[config.mk]
export PLATFORM = sky130hd
export DESIGN_NAME = pfs_mul
export DESIGN_NICKNAME = d
export VERILOG_FILES = /design/src/hw/rtl/pfs_mul.sv
export SDC_FILE = /design/constraint.sdc
export NUM_CORES = 2
export LEC_CHECK = 0
export BUFFER_PORTS_ARGS = -buffer_cell sky130_fd_sc_hd__buf_2
export CORE_MARGIN = 2
export CORE_UTILIZATION = 66
export CTS_CLUSTER_DIAMETER = 120
export DETAILED_ROUTE_END_ITERATION = 16
export GPL_ROUTABILITY_DRIVEN = 0
export PLACE_DENSITY = 0.9
export SLEW_MARGIN = 0
export SYNTH_ARGS = -nofsm -noshare
export SYNTH_HDL_FRONTEND = slang
export SYNTH_SLANG_ARGS = --single-unit
[constraint.sdc]
create_clock -name clk_i -period 11.9 [get_ports clk_i]
set_clock_uncertainty 0.2 [all_clocks]
set_input_delay 3.57 -clock clk_i [delete_from_list [all_inputs] [get_ports clk_i]]
set_output_delay 3.57 -clock clk_i [all_outputs]
set_load 0.03 [all_outputs]
[src/hw/rtl/pfs_mul.sv]
// Shared 32x32 unsigned multiplier with registered product.
module pfs_mul (
  input  logic        clk_i,
  input  logic [31:0] a_i,
  input  logic [31:0] b_i,
  output logic [63:0] p_o
);

  logic [63:0] p_q;

  always_ff @(posedge clk_i) begin
    p_q <= 64'(a_i) * 64'(b_i);
  end

  assign p_o = p_q;

endmodule

### After elaboration in Yosys (flattened, before gate mapping)

Cells that the tools add are included.

* multiply operators: 1

Operators with widths (count)
* $mul 32x32->64: 1

* register bits after elaboration: 64
* bits of input ports: 65
* output and inout bits: 64
* logic and storage cells: 2

### Logic depth before layout (Yosys ltp)

* depth after elaboration: 1
* gate-level depth with buffers: 29
* depth with buffers taken out: 27

### Worst setup path after synthesis

OpenSTA, ideal clock, no wires.

* path kind: in2reg
* from: input port a_i[25]
* to: register p_q[62] (netlist: p_o[62])
* library setup time: 0.072 ns
* arrival: 10.251 ns
* data required time: 11.628 ns
* setup slack: 1.377 ns
* stages on the path: 25
* cell sequence: clkbuf_1 -> nand2_1 -> fa_1 -> inv_1 -> fa_1 -> inv_1 -> fa_1 -> inv_1 -> fa_1 -> fa_1 -> fa_1 -> fa_1 -> inv_1 -> fa_1 -> inv_1 -> ha_1 -> buf_2 -> nand4_1 -> or4_1 -> or3_1 -> a31oi_1 -> a31o_2 -> a211oi_1 -> o21ai_1 -> xor2_1

* word-level cells in the longest chain between the ends: 1

RTL lines
* from (decl): RTL line 4 `input logic [31:0] a_i,`
* $mul 32x32->64: RTL line 12 `p_q <= 64'(a_i) * 64'(b_i);`
* to (signal assigned): RTL line 12
* to (decl): RTL line 9 `logic [63:0] p_q;`

Every way passes these cells.

### Worst setup path in the final report

* from: input port b_i[8]
* to: register p_q[62] (netlist: p_o[62])

* word-level cells in the longest chain between the ends: 1

RTL lines
* from (decl): RTL line 5 `input logic [31:0] b_i,`
* $mul 32x32->64: RTL line 12

Every way passes these cells.

==> impl_results.md <==
- Post-Syn Area: approximately 35000 um2
- Crit share post-route: 0.9567
- Total track usage: 0.3632
- Count of max-cap constraint violations: 0
- Die width: 233.2 um
- H-tree levels: 3
- Post-CTS sizing: 0
- Synthesized flop and latch total: between 60 and 70
- Commonest cells after routing, fill and taps aside: 896 x fa_1, 865 x inv_1, 602 x and2_1
- Pin count of the biggest net entering global routing: 33
- Post-synth top area share: 0.5173
- Fraction of registers with async set/reset: 0
- Synth top area cells: fa_1 52%, and2_1 11%, ha_1 9.5%
- WP depth: 24
- Max FFs per register: 64
- Syn-to-layout area delta: 3.442%
- Post-CTS setup buffers: 0
- Worst setup SP type: primary input
- Hold depth: 3
- Hold Buf Count CTS: 0
- CP arrival: 11460 ps
- Clock Sinks: 64
- # IOs: 129
- Vias in the first global route: 29981
- Routed Antenna Nets: 0
- Max Freq: 87.84 MHz
- Initial Utilization: 0.6638
- Remaining global-route overflow: 0
- Slowest stage delay, CP: 610 ps
- Prevailing post-synth register cell: dfxtp_1
- Die Ht: 233.2 um
- Yosys cell types: 57
- Status: complete, no violations
- Final WL: approximately 93000 um
- Worst-path cell chain: buf_2 > nand2_1 > fa_1 > inv_1 > fa_1 > inv_1 > fa_1 > inv_1 > fa_1 > fa_1 > fa_1 > fa_1 > inv_1 > fa_1 > inv_1 > ha_1 > nand4_1 > or4_1 > or3_1 > a31oi_1 > a31o_2 > a211oi_1 > o21ai_1 > xor2_1
- Net count, final: approximately 5000
- CTS Buf Count: 9
- Starting DRT DRC Count: 2005
- Row count: 84
- Remaining DRCs: 0
- Worst Setup End Kind: flip-flop
- Slowest CP cell: fa_1
- HP Class: in -> reg
- Most common cell after layout, fill and taps aside: fa_1
- CTS tree: done
- Crit path required time: 11970 ps
- EDFF count, synth: 0
- Initial antenna violation count: 5
- Final Hold Viols: 0
- Post-detail-place hpwl: 75080 um
- Clock transition at path regs: 60 ps
- Setup TNS: 0 ps
- Critical path peak fanout: 32
- DR vias: roughly 26000
- Full die area: 54390 um2
- Synthesized instance count: 3748
- Sequential area share after synthesis: 0.03695
- Core Box Area: ~52000 um2
- Setup Crit Path Kind: in -> reg
- DRT Pass-1 Iters: 12
- Post-synthesis net count: 4972
- Clk buf depth: 2
- First-pass GRT wire length: 151000 um
- Worst slew margin: 0.4567
- Post-synth top area cell: fa_1
- Slew @ Worst Pin: 815.0 ps
- Fraction of layout cells with a size suffix above 1: 0.05134
- Port Buffer Count: 128
- Buf+Inv Stages, Crit Path: 6
- WL/cell: 21.10 um
- Final setup vio count: 0
- Slew Viols, Final: 0
- Syn_area_per_cell: 9.252 um2
- RSZ-0062 raised after global routing: no
- Synth warn: 0
- Post-layout min period: 11380 ps
- Via/cell ratio: 5.986
- CTS root buf: clkbuf_16
- Crit-path most repeated cell: fa_1
- Critical path's top delay family: adder cells
layer usage:
| metal | up-vias | wire length, um | track usage |
|---|---|---|---|
| li1 | 10732 | - | - |
| met1 | 13213 | 29020 | 0.4009 |
| met2 | 1741 | 45280 | 0.5957 |
| met3 | 612 | 9267 | 0.08691 |
| met4 | 0 | 9143 | 0.3031 |
| met5 | - | 0 | 0 |
cell families after synthesis:
family,after synthesis,share of synthesized area
AO/OA/AOI/OAI,202,0.04153
XOR/XNOR,60,0.01515
adder cells (fa/ha/maj),1159,0.6122
buffers and inverters,1085,0.1177
flip-flops,64,0.03695
multiplexers,1,0.0002887
AND/OR/NAND/NOR,1177,0.1762
cells in the mapped netlist (all sizes together), types with 2 or more instances:
| master | count |
|---|---|
| nand2 | 480 |
| fa | 896 |
| o21ai | 26 |
| o21bai | 11 |
| and3 | 14 |
| and3b | 2 |
| xnor2 | 35 |
| a21oi | 66 |
| a211oi | 3 |
| nand4 | 23 |
| or4 | 3 |
| nor3 | 7 |
| ha | 263 |
| a21o | 40 |
| o221ai | 3 |
| or2 | 3 |
| a311oi | 2 |
| xor2 | 25 |
| o211ai | 2 |
| o31ai | 5 |
| o21a | 9 |
| dfxtp | 64 |
| a31oi | 12 |
| inv | 865 |
| or3 | 3 |
| a221oi | 4 |
| and2 | 602 |
| nand3 | 10 |
| o221a | 2 |
| nor2b | 2 |
| nand2b | 2 |
| a221o | 4 |
| buf | 7 |
| a21boi | 3 |
| clkbuf | 213 |
| nor2 | 20 |
| and4 | 3 |
worst paths after layout:
path	end	start	slack, ps
setup / recovery	p_o[62]	b_i[8]	520
hold / removal	p_o[0]	a_i[0]	3690
cell type report:
cell class | count | area (um2)
fillers | 3611 | 16370
multi-input cells | 2599 | 29310
clock inverters | 7 | 72.57
repair buffers | 157 | 858.3
clock buffers | 9 | 225.2
inverters | 865 | 3247
diodes | 4 | 10.01
flip-flops and latches | 64 | 1281
well taps | 688 | 860.8
stage by stage:
stage	instances	hold WS, ps	utilization	instance area (um2)	setup slack [ps]
after floorplan	3748	3497	-	34680	1377
after global placement	4373	3804	0.6808	35560	558.4
after detailed placement	4373	3805	0.6808	35560	317.2
after CTS	4389	3660	0.6865	35860	668.9
after global routing	4392	3675	0.6866	35870	261.8
final	4393	3687	0.6867	35870	515.6
Power is left out: the tool's default activity adds up to more than one toggle a clock period on the data nets, which glitch-free logic cannot reach.
