## src/hw/rtl/pfs_pkg.sv

```systemverilog
// Shared types and constants of the photon Fourier sketch.
package pfs_pkg;

  typedef enum logic [1:0] {
    CMD_ADD   = 2'd0,
    CMD_READ  = 2'd1,
    CMD_FRAME = 2'd2,
    CMD_NONE  = 2'd3
  } cmd_e;

  typedef enum logic [1:0] {
    KIND_REAL  = 2'd0,
    KIND_IMAG  = 2'd1,
    KIND_TOTAL = 2'd2,
    KIND_ERROR = 2'd3
  } kind_e;

  typedef enum logic [1:0] {
    REG_NUM_HARMONICS = 2'd0,
    REG_PHASE_PER_BIN = 2'd1,
    REG_HIST_LEN      = 2'd2,
    REG_UNUSED        = 2'd3
  } reg_e;

  typedef struct packed {
    logic [4:0]  num_harmonics;
    logic [15:0] phase_per_bin;
    logic [15:0] hist_len;
  } cfg_t;

  localparam logic [4:0]  NUM_HARMONICS_RST = 5'd5;
  localparam logic [15:0] PHASE_PER_BIN_RST = 16'd428;
  localparam logic [15:0] HIST_LEN_RST      = 16'd153;

  // Quarter-wave sine polynomial, Q30 coefficients
  localparam logic [31:0] SIN_A   = 32'd1686629713;
  localparam logic [31:0] SIN_B   = 32'd688904866;
  localparam logic [31:0] SIN_C   = 32'd76016977;
  localparam logic [23:0] QUARTER = 24'h400000;

  localparam logic signed [47:0] ACC_MAX = 48'sh7FFF_FFFF_FFFF;
  localparam logic signed [47:0] ACC_MIN = 48'sh8000_0000_0000;

endpackage

```

## src/hw/rtl/pfs_cfg.sv

```systemverilog
// APB register file: harmonic count, phase step and histogram length.
module pfs_cfg (
  input  logic          clk_i,
  input  logic          rst_ni,
  input  logic          psel,
  input  logic          penable,
  input  logic          pwrite,
  input  logic [3:0]    paddr,
  input  logic [31:0]   pwdata,
  output logic [31:0]   prdata,
  output logic          pready,
  output pfs_pkg::cfg_t cfg_o
);
  import pfs_pkg::*;

  cfg_t  cfg_q;
  reg_e  sel;
  logic  wr;

  assign sel    = reg_e'(paddr[3:2]);
  assign wr     = psel && penable && pwrite;
  assign pready = 1'b1;

  always_ff @(posedge clk_i or negedge rst_ni) begin
    if (!rst_ni) begin
      cfg_q.num_harmonics <= NUM_HARMONICS_RST;
      cfg_q.phase_per_bin <= PHASE_PER_BIN_RST;
      cfg_q.hist_len      <= HIST_LEN_RST;
    end else if (wr) begin
      unique case (sel)
        REG_NUM_HARMONICS: cfg_q.num_harmonics <= pwdata[4:0];
        REG_PHASE_PER_BIN: cfg_q.phase_per_bin <= pwdata[15:0];
        REG_HIST_LEN:      cfg_q.hist_len      <= pwdata[15:0];
        default: ;
      endcase
    end
  end

  always_comb begin
    unique case (sel)
      REG_NUM_HARMONICS: prdata = 32'(cfg_q.num_harmonics);
      REG_PHASE_PER_BIN: prdata = 32'(cfg_q.phase_per_bin);
      REG_HIST_LEN:      prdata = 32'(cfg_q.hist_len);
      default:           prdata = '0;
    endcase
  end

  assign cfg_o = cfg_q;

endmodule

```

## config.mk

```make
export PLATFORM = sky130hd
export DESIGN_NAME = pfs_cfg
export DESIGN_NICKNAME = d
export VERILOG_FILES = /design/src/hw/rtl/pfs_pkg.sv /design/src/hw/rtl/pfs_cfg.sv
export SDC_FILE = /design/constraint.sdc
export NUM_CORES = 1
export LEC_CHECK = 0
export BUFFER_PORTS_ARGS = -buffer_cell sky130_fd_sc_hd__buf_4
export CAP_MARGIN = 20
export CORE_UTILIZATION = 48
export CTS_BUF_LIST = sky130_fd_sc_hd__clkbuf_8
export DETAILED_ROUTE_END_ITERATION = 7
export PLACE_DENSITY = 0.88
export SLEW_MARGIN = 20
export SYNTH_ARGS = -nofsm -noshare
export SYNTH_HDL_FRONTEND = slang
export SYNTH_SLANG_ARGS = --single-unit
```

## constraint.sdc

```tcl
create_clock -name clk_i -period 4.6 [get_ports clk_i]
set_clock_uncertainty 0.15 [all_clocks]
set_input_delay 0.92 -clock clk_i [delete_from_list [all_inputs] [get_ports clk_i]]
set_output_delay 0.92 -clock clk_i [all_outputs]
set_load 0.05 [all_outputs]
```

After elaboration in Yosys (flattened, before gate mapping) --
Index checks and enable logic that the tools add are counted.
Word-level totals: input bits 41, logic and storage cells 12, flip-flop bits (word level) 37, output and inout port bits 70
Cells by class: reductions and logical operators 6, mux-type cells 1, equal/unequal tests 2
Operators by type and width (count):
- $pmux W16 S3 | 1
- $reduce_and A2 Y1 | 3
- $eq A2 B1 Y1 const B | 1
- $eq A2 B2 Y1 const B | 1
- $logic_and A1 B1 Y1 | 2
- $logic_not A2 Y1 | 1

Depth between registers and ports, before layout --
Gate-level depths: netlist (run 1).
word-level depth 3, mapped depth 6, depth with buffers taken out 3

Least setup slack after synthesis (run 1) --
OpenSTA, ideal clock, no wires.
path kind input-to-output, start point input port paddr[2], end point output port prdata[0], arrival 2.265 ns, path buffers 1, setup slack 1.265 ns, stages 3, data required time 3.530 ns, cells stage by stage buf_6 > mux2i_1 > o21ai_0
Between the ends: word-level cells in the longest chain between the ends 2, elaborated cells on any way between the ends 4, those cells by class eq/ne: 2; mux: 1; reduce/logical: 1
RTL lines:
- start, declared | line pfs_cfg.sv:8 | input logic [3:0] paddr,
- $eq A2 B2 Y1, or another cell as far along | line pfs_cfg.sv:40 | unique case (sel)
- $pmux W16 S3 * | line pfs_cfg.sv:40
- end, declared | line pfs_cfg.sv:10 | output logic [31:0] prdata,
Mark *: on every way between the ends. The rest lies on a longest branch, timed or not.

Worst setup path after layout (run 1) --
start point input port paddr[2], end point output port prdata[15]
Same word-level chain as after synthesis.

==> flow_summary.json, run 1 <==
{
  "grt_pass1_wl_um": 6292,
  "wl_per_cell_um": 15.43,
  "peakVddDrop_uv": 295.7,
  "p_comb_frac": 0.501,
  "drv_slew": 0,
  "cp-end-kind": "output pin",
  "clk_path_buf_depth": 2,
  "h-tree-depth": 2,
  "syn2layout_area_growth_pct": 31.90,
  "cts.repair_timing.setup_buffer_count": 0,
  "p_total_mw": 1.384,
  "syn_area_um2": 1832,
  "rsz0062_at_grt": "no",
  "critPathKind": "input port to output pin",
  "grt_util_met2": 0.3657,
  "synth_adder_area_share": 0,
  "crit_top_cell": "buf_4",
  "synth.area.mux_share": 0.2753,
  "place_hpwl_um": 2844,
  "track_usage": 0.2075,
  "critPathTopFamily": "buffers and inverters",
  "synth-xor-area-share": 0,
  "cts_hold_buf": 0,
  "gp_congestion": 0.6891,
  "antenna_violating_nets_post_route": 0,
  "largest_register_ffs": 37,
  "cp.arrival_ns": 2.18,
  "setup_violations": 0,
  "required_ns": 3.53,
  "numClockSinks": 37,
  "ys_async_sr_fraction": 1.000,
  "cts_made_buffers": 5,
  "crit_end": "prdata[15]",
  "synth_ff_type": "dfrtp_1",
  "drt-total-wl_um": 3949,
  "ys_ff_latch": 37,
  "p_leak_nw": 1.228,
  "gr-usage-met3": 0.05357,
  "fin_area_um2": 2416,
  "cts_root_buf": "clkbuf_8",
  "die_area_um2": 4067,
  "seqCellArea_um2": 939.7,
  "place_area_um2": 2336,
  "path_depth": 5,
  "fin_crit_sh": 0.7064,
  "start_util": 0.5003,
  "worstPathMaxFanout": 10,
  "clock_latency_ns": 0.28,
  "first_pass_iters": 4,
  "multi_input_area_um2": 758.2,
  "hold_violations": 0,
  "via_per_inst": 4.961,
  "yosys-top-cells-count": "mux2_2, dfrtp_1, buf_4, a22o_1, dfstp_2",
  "core-area_um2": 3661,
  "ys_warn_count": 0,
  "clk_pin_slew_ns": 0.07,
  "synth_cells": 132,
  "synth_compound_area_frac": 0.06626,
  "diodes": 0,
  "p_int_uw": 741.3,
  "p_sw_uw": 642.4,
  "fin_crit_ns": 3.250,
  "crit_path_cell_trace": "buf_4 -> nor2b_1 -> buf_4 -> a22o_1 -> buf_4",
  "synth_area_leaders": "dfrtp_1, mux2_2, dfstp_2, mux2_4, buf_4",
  "r2r-end": "cfg_o[2]$_DFFE_PN0P_",
  "cts_resized": 0,
  "crit_path_start": "paddr[2]",
  "vias": 1270,
  "status": "complete, no violations",
  "top_usage_layer": "met2",
  "numPortBuffers": 75,
  "r2r_cells": 1,
  "tritoncts": "done",
  "grt_max_degree": 38,
  "max_stage_delay_ns": 0.49,
  "first_iter_violations": 19,
  "r2r_slack_ns": 3.66,
  "drc": 0,
  "synth_edf_count": 0,
  "antenna_found_initial": 0,
  "row_count": 22,
  "synth-seq-area-share": 0.5130,
  "switching_share": 0.4643,
  "synth.avg_cell_area_um2": 13.88,
  "cp-start-kind": "input port",
  "grt.met1_usage": 0.2439,
  "cap_violations": 0,
  "layout.nets": 248,
  "synth_top_cell_by_area": "dfrtp_1",
  "yosys.area_share.simple": 0.03757,
  "pwr-share-clk": 0.149,
  "fillers": 312,
  "grt_pass1_vias": 1279,
  "drive_above_1_share": 0.6346,
  "worst-path-buf-inv": 3,
  "synth_top_area_share": 0.3552,
  "synth_most_common_cell": "mux2_2",
  "fp.dieW_um": 63.78,
  "synth_cell_types": 20,
  "tns_ns": 0,
  "seq_power_share": 0.349,
  "die_y_um": 63.78,
  "max_freq_mhz": 307.7,
  "synth_top_family_by_area": "multiplexers",
  "p_per_area_nw_per_um2": 572.7,
  "ioPinCount": 111,
  "min_path_type": "flop to flop",
  "max_slew_margin": 0.3879,
  "r2r-start": "cfg_o[2]$_DFFE_PN0P_",
  "cp_slowest_cell": "nor2b_1",
  "tightest_slew_ns": 0.9182,
  "post-route-util": 0.6599,
  "overflow": 0
}
==> worst min path at each step <==
stage | startpoint | to | cells past startpoint
floorplan | rst_ni | cfg_o[10]$_DFFE_PN0P_ | 0
global placement | cfg_o[6]$_DFFE_PN0P_ | cfg_o[6]$_DFFE_PN0P_ | 1
detailed placement | cfg_o[9]$_DFFE_PN0P_ | cfg_o[9]$_DFFE_PN0P_ | 1
CTS | cfg_o[9]$_DFFE_PN0P_ | cfg_o[9]$_DFFE_PN0P_ | 1
global route | cfg_o[1]$_DFFE_PN0P_ | cfg_o[1]$_DFFE_PN0P_ | 1
finish | cfg_o[9]$_DFFE_PN0P_ | cfg_o[9]$_DFFE_PN0P_ | 1
==> cells by family after synthesis <==
group | after synthesis
mux | 42
flops | 37
buf+inv | 24
compound gates | 16
simple gates | 11
other cells | 2
==> area by class of cell <==
class	instances	area share
Clock buffer	5	0.02848
Clock inverter	3	0.004661
Multi-Input combinational cell	86	0.3138
Sequential cell	37	0.3889
Tap cell	48	0.02486
Timing Repair Buffer	77	0.2393
==> power groups by stage <==
stage / Combinational (mW) / Clock (mW) / Sequential (mW)
2_1_floorplan: 0.237 / 0 / 0.748
3_3_place_gp: 0.686 / 0 / 0.484
3_5_place_dp: 0.698 / 0 / 0.488
4_1_cts: 0.699 / 0.214 / 0.484
5_1_grt: 0.717 / 0.227 / 0.495
6_report: 0.694 / 0.206 / 0.483
==> layout by cell type (no fill, tap or decap) <==
| cell | n |
|---|---|
| conb_1 | 17 |
| clkbuf_8 | 5 |
| nor2b_1 | 1 |
| dfstp_2 | 11 |
| a22o_1 | 11 |
| mux2_2 | 27 |
| dfrtp_1 | 26 |
| nand3_2 | 1 |
| nand2_1 | 5 |
| o21ai_0 | 5 |
| mux2i_1 | 5 |
| inv_1 | 3 |
| or3b_1 | 1 |
| and2b_1 | 1 |
| mux2_4 | 10 |
| buf_4 | 77 |
| nor3b_2 | 1 |
| nor3_1 | 1 |
==> through the flow <==
stage	hold WS (ns)	cells	worst slack (ns)
3_3_place_gp	0.3712	248	1.330
2_1_floorplan	0.4744	147	1.265
4_1_cts	0.3902	256	1.328
5_1_grt	0.4130	256	1.265
3_5_place_dp	0.3742	248	1.334
6_report	0.3879	256	1.350
==> layer usage <==
metal | share of wire | vias to the layer above
met1 | 0.40 | 622
met2 | 0.53 | 61
met3 | 0.058 | 4
met5 | 0 | -
met4 | 0.0079 | 0
li1 | - | 583
No activity file was read; power rests on OpenSTA's default activity.
==> run 2, diff against run 1 <==
--- a/config.mk
+++ b/config.mk
@@ -5,12 +5,13 @@
 export SDC_FILE = /design/constraint.sdc
 export NUM_CORES = 1
 export LEC_CHECK = 0
+export ABC_AREA = 1
 export BUFFER_PORTS_ARGS = -buffer_cell sky130_fd_sc_hd__buf_4
 export CAP_MARGIN = 20
-export CORE_UTILIZATION = 48
+export CORE_UTILIZATION = 45
 export CTS_BUF_LIST = sky130_fd_sc_hd__clkbuf_8
 export DETAILED_ROUTE_END_ITERATION = 7
-export PLACE_DENSITY = 0.88
+export PLACE_DENSITY = 0.82
 export SLEW_MARGIN = 20
 export SYNTH_ARGS = -nofsm -noshare
 export SYNTH_HDL_FRONTEND = slang
==> constraint.sdc (replaced) <==
create_clock -name clk_i -period 3.2 [get_ports clk_i]
set_clock_uncertainty 0.15 [all_clocks]
set_input_delay 0.64 -clock clk_i [delete_from_list [all_inputs] [get_ports clk_i]]
set_output_delay 0.64 -clock clk_i [all_outputs]
set_load 0.05 [all_outputs]
==> run 2 against run 1 <==
Wire length increased by 14%. Total power increased by 34%. Cell count increased by 44%. Die area increased by 12%. Clock power increased by 53%. Flip-flop and latch count unchanged. Critical path type unchanged. Largest power group unchanged. Highest routed layer unchanged.
==> flow_summary.json, run 2 <==
{
  "rsz0062_at_grt": "no",
  "fin_ws_ns": 0.8820,
  "synth_area_leaders": "dfrtp_1, nand2_1, dfstp_2, buf_4, nand2_2",
  "cap_violations": 0,
  "clk_pin_slew_ns": 0.07,
  "seqCellArea_um2": 939.7,
  "tns_ns": 0,
  "core-area_um2": 4058,
  "ys_ff_latch": 37,
  "diodes": 0,
  "wl_per_cell_um": 12.15,
  "synth_ff_type": "dfrtp_1",
  "max_freq_mhz": 431.4,
  "cts.repair_timing.setup_buffer_count": 0,
  "required_ns": 2.41,
  "cts_made_buffers": 5,
  "vias": 1702,
  "track_usage": 0.2207,
  "via_per_inst": 4.612,
  "fillers": 388,
  "p_leak_nw": 1.445,
  "syn2layout_area_growth_pct": 29.65,
  "fin_crit_sh": 0.7244,
  "multi_input_area_um2": 835.8,
  "die_area_um2": 4570,
  "synth_top_cell_by_area": "dfrtp_1",
  "clk_path_buf_depth": 2,
  "cts_resized": 0,
  "setup_violations": 0,
  "dp.cells": 361,
  "instances_no_fill": 369,
  "synth_cells": 244,
  "numPortBuffers": 75,
  "h-tree-depth": 2,
  "yosys-top-cells-count": "nand2_1, dfrtp_1, buf_4, dfstp_2, nand2_2",
  "synth-seq-area-share": 0.4851,
  "ys_async_sr_fraction": 1.000,
  "die_y_um": 67.61,
  "first_pass_iters": 7,
  "start_util": 0.4773,
  "synth.avg_cell_area_um2": 7.938,
  "layout.nets": 359,
  "ioPinCount": 111,
  "tritoncts": "done",
  "overflow": 0,
  "place_hpwl_um": 3103,
  "drv_slew": 0,
  "fin_area_um2": 2511,
  "synth_most_common_cell": "nand2_1",
  "status": "complete, no violations",
  "numClockSinks": 37,
  "syn_area_um2": 1937,
  "p_per_area_nw_per_um2": 736.1,
  "grt_max_degree": 38,
  "cp-end-kind": "output pin",
  "drt-total-wl_um": 4485,
  "grt_pass1_wl_um": 7307,
  "fp.dieW_um": 67.61,
  "hold_violations": 0,
  "synth_cell_types": 19,
  "critPathKind": "input port to output pin",
  "p_total_mw": 1.848,
  "worstPathMaxFanout": 6,
  "layout_commonest_cell": "nand2_1",
  "cp.arrival_ns": 1.53,
  "peakVddDrop_uv": 376.4,
  "antenna_found_initial": 0,
  "largest_register_ffs": 37,
  "holdWs_ns": 0.1456,
  "drive_above_1_share": 0.3636,
  "drc": 0,
  "layout_common_cells": "nand2_1, buf_4, dfrtp_1, conb_1, dfstp_2",
  "place_area_um2": 2425,
  "first_iter_violations": 87,
  "clock_latency_ns": 0.29,
  "cp-start-kind": "input port",
  "cts_hold_buf": 0,
  "grt_pass1_vias": 1552,
  "gp_congestion": 0.7643,
  "fin_crit_ns": 2.318,
  "post-route-util": 0.6189,
  "min_path_type": "input port to async pin",
  "synth_edf_count": 0,
  "cts_root_buf": "clkbuf_8",
  "ys_warn_count": 0,
  "antenna_violating_nets_post_route": 0,
  "pre_cts_ws_ns": 0.8566,
  "row_count": 23,
  "synth_top_area_share": 0.3359
}
-- run 2: changes by cell type in the layout (fill, tap and decap cells not counted), moves of 3 or more --
| cell | previous run | this run |
|---|---|---|
| a22o_1 | 11 | 0 |
| nand3_1 | 0 | 5 |
| mux2_4 | 10 | 0 |
| o21ai_0 | 5 | 0 |
| mux2i_1 | 5 | 0 |
| nand2_4 | 0 | 3 |
| nand2_2 | 0 | 10 |
| nand2_1 | 5 | 152 |
| mux2_2 | 27 | 0 |
-- run 2: power breakdown --
group	leakage [nW]	switching [mW]	internal [mW]	total (mW)
Combinational	0.956	0.634	0.231	0.865
Sequential	0.445	0.0823	0.585	0.667
Clock	0.0439	0.166	0.150	0.316
Total	1.44	0.883	0.966	1.85
-- run 2: path summary, 6_finish.rpt --
path / start / endpoint / slack, ns / depth (start not counted)
setup reg to reg: cfg_o[24]$_DFFE_PN1P_ / cfg_o[24]$_DFFE_PN1P_ / 2.32 / 2
hold reg to reg: cfg_o[19]$_DFFE_PN1P_ / cfg_o[19]$_DFFE_PN1P_ / 0.32 / 2
max in group asynchronous: rst_ni / cfg_o[7]$_DFFE_PN1P_ / 2.40 / 1
setup / recovery: paddr[3] / prdata[3] / 0.88 / 5
min in group clk_i: cfg_o[19]$_DFFE_PN1P_ / cfg_o[19]$_DFFE_PN1P_ / 0.32 / 2
hold / removal: rst_ni / cfg_o[2]$_DFFE_PN0P_ / 0.15 / 1
-- run 2: area by class of cell --
type,count,area share
clock buffers,5,0.02740
clock inverters,3,0.006976
inverters,5,0.009467
multi-input cells,194,0.3328
flip-flops and latches,37,0.3742
well taps,50,0.02491
repair buffers,75,0.2242
-- run 2: cell families after synthesis --
logic type             share of synthesized area
flip-flops                                0.4851
other                                   0.003877
buffers and inverters                     0.1124
AND/OR/NAND/NOR                           0.3986
-- run 2: metal layers --
metal	wire (um)	part of all wire	vias to the layer above	GRT usage
met3	239	0.053	6	0.04223
met1	1870	0.42	788	0.2723
met2	2309	0.51	59	0.3762
li1	-	-	849	-
met5	0	0	-	0
met4	66	0.015	0	0.08511
-- run 2: critical path: stages --
cell and delay, ns:
buf_4 0.13, nor2_1 0.36, nand2_1 0.09, nand3_1 0.11
buf_4 0.20
